===== src/hw/rtl/ase_pkg.sv =====
// ase_pkg: shared constants and controller/datapath interface types
// for the array statistics engine
// no dependencies
package ase_pkg;

  // set geometry
  localparam int SET_SIZE    = 64;
  localparam int SAMPLE_BITS = 8;

  // fixed port field widths
  localparam int FIELD_W = 8;
  localparam int CNT_W   = 7;
  localparam int POS_W   = 6;

  // derived widths
  localparam int IDX_W     = (SET_SIZE > 1) ? $clog2(SET_SIZE) : 1;
  localparam int LOAD_W    = $clog2(SET_SIZE + 1);
  localparam int SUM_W     = 14;
  localparam int CNT_DEPTH = 2 ** SAMPLE_BITS;
  localparam int CMP_W     = FIELD_W + 1;

  localparam logic [FIELD_W-1:0] WINDOW_RESET = FIELD_W'(4);

  // commands from the controller
  typedef struct packed {
    logic load;         // request accepted this cycle
    logic cnt_inc;      // write back incremented histogram count
    logic clr_step;     // histogram clearing sweep after reset
    logic mean_load;    // latch the mean from the running sum
    logic mode_issue;   // issue one read of the mode pass
    logic match_issue;  // issue one read of the match pass
    logic finish;       // emit closing result and clear the set
  } cmd_t;

  // status back to the controller
  typedef struct packed {
    logic clr_last;
    logic set_full;
    logic idx_last;
  } status_t;

endpackage


===== src/hw/rtl/ase_ctrl.sv =====
// ase_ctrl: sequencer of the array statistics engine
// uses ase_pkg (cmd_t, status_t)
module ase_ctrl (
  input  logic             clk_i,
  input  logic             rst_ni,
  input  logic             start_i,
  input  ase_pkg::status_t status_i,
  output ase_pkg::cmd_t    cmd_o,
  output logic             busy_o
);

  typedef enum logic [3:0] {
    ST_CLEAR,
    ST_LOAD,
    ST_LOAD_UPD,
    ST_MODE,
    ST_MODE_D1,
    ST_MODE_D2,
    ST_MATCH,
    ST_MATCH_END,
    ST_FINISH
  } state_e;

  state_e state_q, state_d;
  logic   busy_q;

  // next state
  always_comb begin
    state_d = state_q;
    case (state_q)
      ST_CLEAR:     if (status_i.clr_last) state_d = ST_LOAD;
      ST_LOAD:      if (start_i) state_d = ST_LOAD_UPD;
      ST_LOAD_UPD:  state_d = status_i.set_full ? ST_MODE : ST_LOAD;
      ST_MODE:      if (status_i.idx_last) state_d = ST_MODE_D1;
      ST_MODE_D1:   state_d = ST_MODE_D2;
      ST_MODE_D2:   state_d = ST_MATCH;
      ST_MATCH:     if (status_i.idx_last) state_d = ST_MATCH_END;
      ST_MATCH_END: state_d = ST_FINISH;
      ST_FINISH:    state_d = ST_LOAD;
      default:      state_d = ST_CLEAR;
    endcase
  end

  // commands per state
  always_comb begin
    cmd_o = '0;
    case (state_q)
      ST_CLEAR:    cmd_o.clr_step = 1'b1;
      ST_LOAD:     cmd_o.load = start_i;
      ST_LOAD_UPD: begin
        cmd_o.cnt_inc   = 1'b1;
        cmd_o.mean_load = status_i.set_full;
      end
      ST_MODE:     cmd_o.mode_issue = 1'b1;
      ST_MATCH:    cmd_o.match_issue = 1'b1;
      ST_FINISH:   cmd_o.finish = 1'b1;
      default:     cmd_o = '0;
    endcase
  end

  // state and registered busy
  always_ff @(posedge clk_i or negedge rst_ni) begin
    if (!rst_ni) begin
      state_q <= ST_CLEAR;
      busy_q  <= 1'b1;
    end else begin
      state_q <= state_d;
      busy_q  <= (state_d != ST_LOAD);
    end
  end

  assign busy_o = busy_q;

endmodule


===== src/hw/rtl/ase_datapath.sv =====
// ase_datapath: sample store, value histogram, mean, mode and match passes
// uses ase_pkg (widths, cmd_t, status_t)
module ase_datapath (
  input  logic                        clk_i,
  input  logic                        rst_ni,
  input  ase_pkg::cmd_t               cmd_i,
  output ase_pkg::status_t            status_o,
  input  logic [ase_pkg::FIELD_W-1:0] sample_i,
  input  logic                        cfg_valid_i,
  input  logic [ase_pkg::FIELD_W-1:0] cfg_window_i,
  output logic                        result_valid_o,
  output logic [ase_pkg::FIELD_W-1:0] mean_o,
  output logic [ase_pkg::FIELD_W-1:0] maximum_o,
  output logic [ase_pkg::FIELD_W-1:0] minimum_o,
  output logic [ase_pkg::FIELD_W-1:0] mode_value_o,
  output logic [ase_pkg::CNT_W-1:0]   mode_count_o,
  output logic                        match_valid_o,
  output logic [ase_pkg::FIELD_W-1:0] match_value_o,
  output logic [ase_pkg::POS_W-1:0]   match_position_o,
  output logic                        last_o
);

  localparam int SB      = ase_pkg::SAMPLE_BITS;
  localparam int FW      = ase_pkg::FIELD_W;
  localparam int CW      = ase_pkg::CNT_W;
  localparam int IW      = ase_pkg::IDX_W;
  localparam int SW      = ase_pkg::SUM_W;
  localparam int CMP_W_L = ase_pkg::CMP_W;

  // memories
  logic [SB-1:0] store_mem [ase_pkg::SET_SIZE];
  logic [CW-1:0] cnt_mem   [ase_pkg::CNT_DEPTH];

  logic [FW-1:0]             window_q;
  logic [ase_pkg::LOAD_W-1:0] load_q;
  logic [SW-1:0]             sum_q;
  logic [FW-1:0]             max_q, min_q;
  logic [IW-1:0]             idx_q;
  logic [SB-1:0]             clr_q;
  logic [SB-1:0]             store_rd_q;
  logic [CW-1:0]             cnt_rd_q;
  logic [SB-1:0]             upd_addr_q;
  logic [FW-1:0]             mean_q;
  logic                      v1_q, v2_q, m1_q;
  logic [SB-1:0]             val2_q;
  logic [IW-1:0]             pos1_q;
  logic [SB-1:0]             best_val_q;
  logic [CW-1:0]             best_cnt_q;
  logic                      pend_q;
  logic [SB-1:0]             pend_val_q;
  logic [IW-1:0]             pend_pos_q;

  logic [SB-1:0] s;
  logic [SB-1:0] cnt_ra, cnt_wa;
  logic [CW-1:0] cnt_wd;
  logic          cnt_we;
  logic [CMP_W_L-1:0] sv_ext, mean_ext, win_ext;
  logic          hit;
  logic          emit_mid;

  assign s = SB'(sample_i);

  // status
  assign status_o.clr_last = (clr_q == {SB{1'b1}});
  assign status_o.set_full = (load_q == ase_pkg::LOAD_W'(ase_pkg::SET_SIZE));
  assign status_o.idx_last = (idx_q == IW'(ase_pkg::SET_SIZE - 1));

  // sample store: write on load, read by index
  always_ff @(posedge clk_i) begin
    if (cmd_i.load) begin
      store_mem[load_q[IW-1:0]] <= s;
    end
    store_rd_q <= store_mem[idx_q];
  end

  // histogram port selection
  assign cnt_ra = cmd_i.load ? s : store_rd_q;

  always_comb begin
    cnt_we = 1'b0;
    cnt_wa = clr_q;
    cnt_wd = '0;
    if (cmd_i.clr_step) begin
      cnt_we = 1'b1;
    end else if (cmd_i.cnt_inc) begin
      cnt_we = 1'b1;
      cnt_wa = upd_addr_q;
      cnt_wd = cnt_rd_q + CW'(1);
    end else if (m1_q) begin
      // match pass zeroes every value of the set for the next one
      cnt_we = 1'b1;
      cnt_wa = store_rd_q;
    end
  end

  always_ff @(posedge clk_i) begin
    if (cnt_we) begin
      cnt_mem[cnt_wa] <= cnt_wd;
    end
    cnt_rd_q <= cnt_mem[cnt_ra];
  end

  always_ff @(posedge clk_i) begin
    if (cmd_i.load) begin
      upd_addr_q <= s;
    end
  end

  // window register
  always_ff @(posedge clk_i or negedge rst_ni) begin
    if (!rst_ni) begin
      window_q <= ase_pkg::WINDOW_RESET;
    end else if (cfg_valid_i) begin
      window_q <= cfg_window_i;
    end
  end

  // running statistics and load index
  always_ff @(posedge clk_i or negedge rst_ni) begin
    if (!rst_ni) begin
      load_q <= '0;
      sum_q  <= '0;
      max_q  <= '0;
      min_q  <= '1;
    end else if (cmd_i.finish) begin
      load_q <= '0;
      sum_q  <= '0;
      max_q  <= '0;
      min_q  <= '1;
    end else if (cmd_i.load) begin
      load_q <= load_q + ase_pkg::LOAD_W'(1);
      sum_q  <= sum_q + SW'(s);
      if (FW'(s) > max_q) max_q <= FW'(s);
      if (FW'(s) < min_q) min_q <= FW'(s);
    end
  end

  // pass index and clearing sweep counter
  always_ff @(posedge clk_i or negedge rst_ni) begin
    if (!rst_ni) begin
      idx_q <= '0;
      clr_q <= '0;
    end else begin
      if (cmd_i.mode_issue || cmd_i.match_issue) begin
        idx_q <= status_o.idx_last ? '0 : idx_q + IW'(1);
      end
      if (cmd_i.clr_step) begin
        clr_q <= clr_q + SB'(1);
      end
    end
  end

  // mean of the full set, set size is a power of two
  always_ff @(posedge clk_i) begin
    if (cmd_i.mean_load) begin
      mean_q <= FW'(sum_q / SW'(ase_pkg::SET_SIZE));
    end
  end

  // mode pass: store read, histogram read, compare
  always_ff @(posedge clk_i or negedge rst_ni) begin
    if (!rst_ni) begin
      v1_q       <= 1'b0;
      v2_q       <= 1'b0;
      m1_q       <= 1'b0;
      best_cnt_q <= '0;
    end else begin
      v1_q <= cmd_i.mode_issue;
      v2_q <= v1_q;
      m1_q <= cmd_i.match_issue;
      if (cmd_i.finish) begin
        best_cnt_q <= '0;
      end else if (v2_q && (cnt_rd_q > best_cnt_q)) begin
        best_cnt_q <= cnt_rd_q;
      end
    end
  end

  always_ff @(posedge clk_i) begin
    val2_q <= store_rd_q;
    pos1_q <= idx_q;
    if (v2_q && (cnt_rd_q > best_cnt_q)) begin
      best_val_q <= val2_q;
    end
  end

  // open window test around the mean
  assign sv_ext   = CMP_W_L'(store_rd_q);
  assign mean_ext = CMP_W_L'(mean_q);
  assign win_ext  = CMP_W_L'(window_q);
  assign hit      = ((sv_ext + win_ext) > mean_ext) && (sv_ext < (mean_ext + win_ext));
  assign emit_mid = m1_q && hit && pend_q;

  // one hit held back so the final result can carry last
  always_ff @(posedge clk_i or negedge rst_ni) begin
    if (!rst_ni) begin
      pend_q <= 1'b0;
    end else if (cmd_i.finish) begin
      pend_q <= 1'b0;
    end else if (m1_q && hit) begin
      pend_q <= 1'b1;
    end
  end

  always_ff @(posedge clk_i) begin
    if (m1_q && hit) begin
      pend_val_q <= store_rd_q;
      pend_pos_q <= pos1_q;
    end
  end

  // result strobe
  always_ff @(posedge clk_i or negedge rst_ni) begin
    if (!rst_ni) begin
      result_valid_o <= 1'b0;
    end else begin
      result_valid_o <= emit_mid || cmd_i.finish;
    end
  end

  // result fields
  always_ff @(posedge clk_i) begin
    if (emit_mid || cmd_i.finish) begin
      mean_o           <= mean_q;
      maximum_o        <= max_q;
      minimum_o        <= min_q;
      mode_value_o     <= FW'(best_val_q);
      mode_count_o     <= best_cnt_q;
      match_valid_o    <= pend_q;
      match_value_o    <= pend_q ? FW'(pend_val_q) : '0;
      match_position_o <= pend_q ? ase_pkg::POS_W'(pend_pos_q) : '0;
      last_o           <= cmd_i.finish;
    end
  end

endmodule


===== src/hw/rtl/array_statistics_engine.sv =====
// array_statistics_engine: top level, mean/min/max/mode and window matches
// uses ase_pkg, ase_ctrl, ase_datapath
//
//  channel   | handshake                    | payload
//  ----------+------------------------------+------------------------------------
//  request   | start_i, busy_o              | sample_i
//  config    | cfg_valid_i, cfg_ready_o     | cfg_window_i
//  result    | result_valid_o (strobe)      | mean_o maximum_o minimum_o
//            |                              | mode_value_o mode_count_o
//            |                              | match_valid_o match_value_o
//            |                              | match_position_o last_o
//
// each sample is stored, then its histogram count updated before the next is taken
// the mean is latched with the last sample update; then the mode pass and the
// match pass, which ends with the closing result, each read the set of 64
// results leave at most one per cycle during the match pass and once at its end
// after reset the 256-entry histogram is swept to zero with busy high
// results cannot be stalled; config writes are always taken
module array_statistics_engine (
  input  logic                        clk_i,
  input  logic                        rst_ni,
  input  logic                        start_i,
  output logic                        busy_o,
  input  logic [ase_pkg::FIELD_W-1:0] sample_i,
  input  logic                        cfg_valid_i,
  output logic                        cfg_ready_o,
  input  logic [ase_pkg::FIELD_W-1:0] cfg_window_i,
  output logic                        result_valid_o,
  output logic [ase_pkg::FIELD_W-1:0] mean_o,
  output logic [ase_pkg::FIELD_W-1:0] maximum_o,
  output logic [ase_pkg::FIELD_W-1:0] minimum_o,
  output logic [ase_pkg::FIELD_W-1:0] mode_value_o,
  output logic [ase_pkg::CNT_W-1:0]   mode_count_o,
  output logic                        match_valid_o,
  output logic [ase_pkg::FIELD_W-1:0] match_value_o,
  output logic [ase_pkg::POS_W-1:0]   match_position_o,
  output logic                        last_o
);

  ase_pkg::cmd_t    cmd;
  ase_pkg::status_t status;

  // window register takes every write
  assign cfg_ready_o = 1'b1;

  ase_ctrl u_ctrl (
    .clk_i    (clk_i),
    .rst_ni   (rst_ni),
    .start_i  (start_i),
    .status_i (status),
    .cmd_o    (cmd),
    .busy_o   (busy_o)
  );

  ase_datapath u_datapath (
    .clk_i            (clk_i),
    .rst_ni           (rst_ni),
    .cmd_i            (cmd),
    .status_o         (status),
    .sample_i         (sample_i),
    .cfg_valid_i      (cfg_valid_i),
    .cfg_window_i     (cfg_window_i),
    .result_valid_o   (result_valid_o),
    .mean_o           (mean_o),
    .maximum_o        (maximum_o),
    .minimum_o        (minimum_o),
    .mode_value_o     (mode_value_o),
    .mode_count_o     (mode_count_o),
    .match_valid_o    (match_valid_o),
    .match_value_o    (match_value_o),
    .match_position_o (match_position_o),
    .last_o           (last_o)
  );

endmodule


===== config.mk =====
export PLATFORM = sky130hd
export DESIGN_NAME = array_statistics_engine
export DESIGN_NICKNAME = d
export VERILOG_FILES = /design/src/hw/rtl/ase_pkg.sv /design/src/hw/rtl/ase_ctrl.sv /design/src/hw/rtl/ase_datapath.sv /design/src/hw/rtl/array_statistics_engine.sv
export SDC_FILE = /design/constraint.sdc
export NUM_CORES = 2
export LEC_CHECK = 0
export ABC_AREA = 1
export BUFFER_PORTS_ARGS = -buffer_cell sky130_fd_sc_hd__buf_2
export CORE_MARGIN = 1.5
export CORE_UTILIZATION = 35
export DETAILED_ROUTE_END_ITERATION = 6
export SLEW_MARGIN = 20
export SYNTH_ARGS = -nofsm -noshare
export SYNTH_HDL_FRONTEND = slang
export SYNTH_HIERARCHICAL = 1
export SYNTH_SLANG_ARGS = --single-unit
export TNS_END_PERCENT = 1

===== constraint.sdc =====
create_clock -name clk_i -period 27.7 [get_ports clk_i]
set_input_delay 5.54 -clock clk_i [delete_from_list [all_inputs] [get_ports clk_i]]
set_output_delay 5.54 -clock clk_i [all_outputs]
set_load 0.01 [all_outputs]

After elaboration in Yosys (flattened, before gate mapping)
Memories as Yosys holds them, arrays and structs flattened. A register that Yosys moved wholly into a read port is not among the register bits.
Cells that the tools add are included.
{"block": "totals", "reg_bits": 183, "mem_bits_rw": 2304, "output_inout_bits": 58, "wordCells": 112, "memories": 2}
{"block": "op_classes", "add_sub_neg": 7, "magnitude_cmp": 5, "eq_ne": 12, "n_mux": 41, "n_reduce_logical": 14}
{"name": "u_datapath.cnt_mem", "words": 256, "width": 7, "rd": 1, "rd_clocked_by_memory_dff": 1, "write_ports": 1, "line": "ase_datapath.sv:32", "rtl": "logic [CW-1:0] cnt_mem [ase_pkg::CNT_DEPTH];"}
{"name": "u_datapath.store_mem", "words": 64, "width": 8, "rd": 1, "rd_clocked_by_memory_dff": 1, "write_ports": 1, "line": "ase_datapath.sv:31", "rtl": "logic [SB-1:0] store_mem [ase_pkg::SET_SIZE];"}
{"operator": "8-bit two-way mux", "n": 10}
{"operator": "7-bit two-way mux", "n": 6}
{"operator": "4-bit one-hot mux with 9 select lines", "n": 1}
{"operator": "14-bit two-way mux", "n": 2}
{"operator": "8-bit by 8-bit adder with 9-bit output", "n": 2}
{"operator": "4-bit by 3-bit equality test with 1-bit output, second input constant", "n": 4}
{"operator": "1-bit two-way mux", "n": 16}
{"operator": "4-bit two-way mux", "n": 4}
{"operator": "14-bit by 8-bit adder with 14-bit output", "n": 1}
{"operator": "7-bit by 1-bit adder with 7-bit output, second input constant", "n": 2}
{"operator": "2-bit nonzero test", "n": 5}
{"operator": "9-bit by 8-bit > comparator with 1-bit output", "n": 1}
{"operator": "8-bit by 9-bit < comparator with 1-bit output", "n": 1}
{"operator": "8-bit by 1-bit adder with 8-bit output, second input constant", "n": 1}
{"operator": "4-bit by 2-bit equality test with 1-bit output, second input constant", "n": 2}
{"operator": "8-bit equality test, second input constant", "n": 1}
{"operator": "8-bit > comparator", "n": 1}
{"operator": "8-bit < comparator", "n": 1}
{"operator": "7-bit equality test, second input constant", "n": 1}
{"operator": "7-bit > comparator", "n": 1}
{"operator": "6-bit by 1-bit adder with 6-bit output, second input constant", "n": 1}
{"operator": "6-bit equality test, second input constant", "n": 1}
{"operator": "6-bit two-way mux", "n": 1}
{"operator": "4-bit by 1-bit equality test with 1-bit output, second input constant", "n": 1}
{"operator": "7 further kinds", "n": 12}

Longest topological paths before layout
{"block": "depth", "word_depth": 6, "ltp_mapped": 20, "depth_no_buf": 18}

Hierarchy
The synthesis kept the hierarchy.
{"module": "ase_datapath", "n_inst": 1, "cells_per_inst": 9793, "area_each_um2": 106872.5}
{"module": "ase_ctrl", "n_inst": 1, "cells_per_inst": 54, "area_each_um2": 345.3}
{"module": "array_statistics_engine", "n_inst": 1, "cells_per_inst": 2, "area_each_um2": 11.3}

Least setup slack after synthesis
OpenSTA, ideal clock, no wires.
{"block": "synth_timing", "kind": "register -> register", "startpoint": "reg u_ctrl.state_q[3]", "endpoint": "mem u_datapath/cnt_mem[0][3] in the netlist's numbering, data pin", "setup_ps": 2215, "t_arrival_ps": 11520, "t_required_ps": 25485, "setup_slack_ps": 13964, "path_stages_with_launch": 9, "path_buffers": 2, "synth_period_minus_slack_ps": 13736, "path_cell_list": "dfrtp_1 nor2_4 inv_2 nor2_1 buf_2 inv_1 buf_2 nand2_1 nor3b_1"}
{"item": "start, declared", "line": "ase_ctrl.sv:24", "rtl": "state_e state_q, state_d;"}
{"item": "start signal, assigned", "line": "ase_ctrl.sv:67", "rtl": "state_q <= state_d;"}
{"item": "end, declared", "line": "ase_datapath.sv:32"}

==> results.yml <==
run_status:
  status: "finished, violations left"
  failed_checks: "DRC"
power_and_ir_drop:
  pwr-share-seq_pct: 53.0
  swShare_pct: 19.6
  power_leakage_nw: 47.6
  combPwrFrac_pct: 0.6
  ir_worst_vdd_uv: 46.0
  pwr-share-clk_pct: 46.4
  intPower_mw: 6.22
  power.switching_mw: 1.52
  p_per_area_nw_per_um2: 64.4
grt:
  grt_overflow: 0
  gr-usage-all-layers_pct: 18.6
  grt_max_degree: 238
  antenna_found_initial: 7
  grt_pass1_vias: 69100
  grt_pass1_wl_um: 439000
cts:
  cts_root_buffer: "clkbuf_16"
  numCtsBuffers: 276
  clock-sinks: 2502
  cts_resized: 0
  tritoncts: "built"
  htree_levels: 5
  clkLatencyLatePin_ps: 880
  clk_pin_slew_worst_paths_ps: 60
  postCtsSetupBuffers: 0
  postCtsHoldBufs: 0
  cts_buffer_depth: 4
cells_and_area:
  area_growth_syn_to_layout_pct: 12.0
  regMostFlops: "u_datapath/cnt_mem"
  fin_util_pct: 39.3
  finalInstanceArea_um2: 120000
  fin_nets: 9863
  fin_cells: 14100
  final_common_cell: "edfxtp_1"
  layout_common_cells: "edfxtp_1, nand2_1, nand3_1, inv_1, nor2_1"
  drive_gt1_share_pct: 6.57
  largest_register_ffs: 1792
route:
  viasPerCell: 5.11
  post_drt_wl_per_cell_um: 21.0
  postRouteWirelength_um: 295000
  drt-initial-drc-count: 8082
  dr.pass1.iters: 7
  drc: 1
  num_vias: 71900
  ant_nets: 0
floorplanning:
  fp.dieW_um: 557
  start_util_pct: 35.1
  fp-row-count: 203
  die_h_um: 557
  io_pins: 78
  die_area_um2: 310000
  coreArea_um2: 305000
synthesis:
  yosysWarnings: 6
  async_flop_share_pct: 3.04
  post_synth_num_cell_types: 52
  yosysTopAreaCellShare_pct: 67.1
  synth.avg_cell_area_um2: 10.9
  yosys.area.top_type: "edfxtp_1"
  ys_top_cells_by_area: "edfxtp_1, nand2_1, nand3_1"
  yosysSeqAreaShare_pct: 69.5
  synth_ff_type: "edfxtp_1"
  synth_edf_count: 2397
  synthCells: 9849
  ys_ff_latch: 2502
  synth_nets: 9938
  netlist_area_um2: 107000
critical_path:
  start_kind: "input port"
  critPathCaptureType: "register"
  crit_required_ps: 28470
  critPathMaxFanout: 129
  worstPathArrival_ps: 11950
  setup.worst_path.class: "in -> reg"
sta:
  tns_ps: 0
  post-route-period-util_pct: 40.4
  tightestPinTransition_ps: 1230
  hold_violations: 0
  max_freq_ghz: 0.0894
  maxSlewViolCount: 0
  setup-violations-final: 0
  period_needed_ps: 11190
  maxSlewHeadroom_pct: 18.1
  holdWs_ps: 404
  fin_skew_ps: 61.4
  rsz0062_at_grt: "no"
placed_design:
  placed_cell_area_um2: 111000
  hpwl_um: 166000
  gp_congestion: 0.857
  dp.cells: 13600
  portBuffers: 76
min_path:
  hp-class: "reg -> reg"
job:
  maxCapViolCount: 0
metal layers:
layer  GRT usage [%]  vias to the layer above  wire [um]  part of all wire, %
li1                -                    33000          -                    -
met1            24.4                    35100     120000                   41
met5               0                        -         13               0.0044
met4            7.98                        2      12800                  4.3
met3            3.02                      593      23500                  8.0
met2            30.3                     3131     139000                   47
cell usage after synthesis (7+ instances only):
library cell / number
nor3_1: 19
xor2_1: 17
dfstp_2: 10
dfrtp_1: 66
clkbuf_1: 184
mux2_2: 7
nand2_1: 2245
nand3b_1: 44
xnor2_1: 9
edfxtp_1: 2397
buf_4: 31
o221ai_1: 50
inv_1: 1400
nand3_1: 1620
a21oi_1: 53
o21ai_0: 373
buf_1: 25
o211ai_1: 75
o21ai_1: 10
nor2_1: 634
nand4_1: 28
dfxtp_1: 29
buf_6: 9
o22ai_1: 85
buf_2: 296
ha_1: 66
final timing paths:
path,to,cells past startpoint,startpoint,slack [ps]
max,u_datapath/cnt_rd_q[3]$_DFF_P_,21,start_i,16510
min,u_datapath/best_val_q[4]$_DFFE_PP_,0,u_datapath/val2_q[4]$_DFF_P_,400
max reg2reg,u_datapath/cnt_rd_q[3]$_DFF_P_,20,u_ctrl/state_q[3]$_DFF_PN0_,20680
min reg2reg,u_datapath/best_val_q[4]$_DFFE_PP_,0,u_datapath/val2_q[4]$_DFF_P_,400
max in group asynchronous,u_datapath/idx_q[1]$_DFFE_PN0P_,2,rst_ni,21960
min in group asynchronous,u_datapath/window_q[4]$_DFFE_PN0P_,1,rst_ni,4540
cell families (layout without fill, tap and decap cells):
logic type               Yosys count  in the layout  synth area share [%]
buffers and inverters           1954           2079                  7.36
AND/OR/NAND/NOR                 4612           4612                  18.4
XOR/XNOR                          26             26                 0.212
flip-flops                      2502           2502                  69.5
adder cells (fa/ha/maj)           69             69                 0.826
multiplexers                       7              7                0.0735
AO/OA/AOI/OAI                    678            678                  3.71
other                              1              9               0.00350
final cells by class:
cell class                      count  area (um2)
Inverter                         1409        5310
Fill cell                       29100      185000
Timing Repair Buffer              192        1370
Antenna cell                        8        20.0
Multi-Input combinational cell   5393       25000
Clock inverter                    133        1240
Clock buffer                      345        7500
Sequential cell                  2502       74500
Tap cell                         4100        5130
worst max-delay path, stage by stage:
cell and delay, ps:
buf_2 110, nand3_1 100, inv_2 170, buf_4 320, inv_4 140, nand2_4 230, nand2_8 640, buf_12 430
buf_4 730, buf_4 730, buf_4 870, nand2_1 100, nand2_1 120, nand2_1 60, nand3_1 130, nand3_1 150
nand3_1 160, nand3_1 220, nand3_1 240, nand3_1 90, nand2_1 60
stage by stage:
step	setup slack, ps	power [mW]
after CTS	16440	7.79
final	16510	7.73
after global routing	16310	7.93
after floorplan	13960	4.20
after detailed placement	15610	4.23
after global placement	15690	4.22
power groups by stage:
stage                     combinational (mW)  clock (mW)  sequential [mW]
after global routing                  0.0537        3.78             4.10
after detailed placement              0.0482           0             4.18
after floorplan                       0.0222           0             4.18
after CTS                             0.0485        3.65             4.10
after global placement                0.0456           0             4.18
final                                 0.0479        3.59             4.10
(Power assumes the default switching activity.)
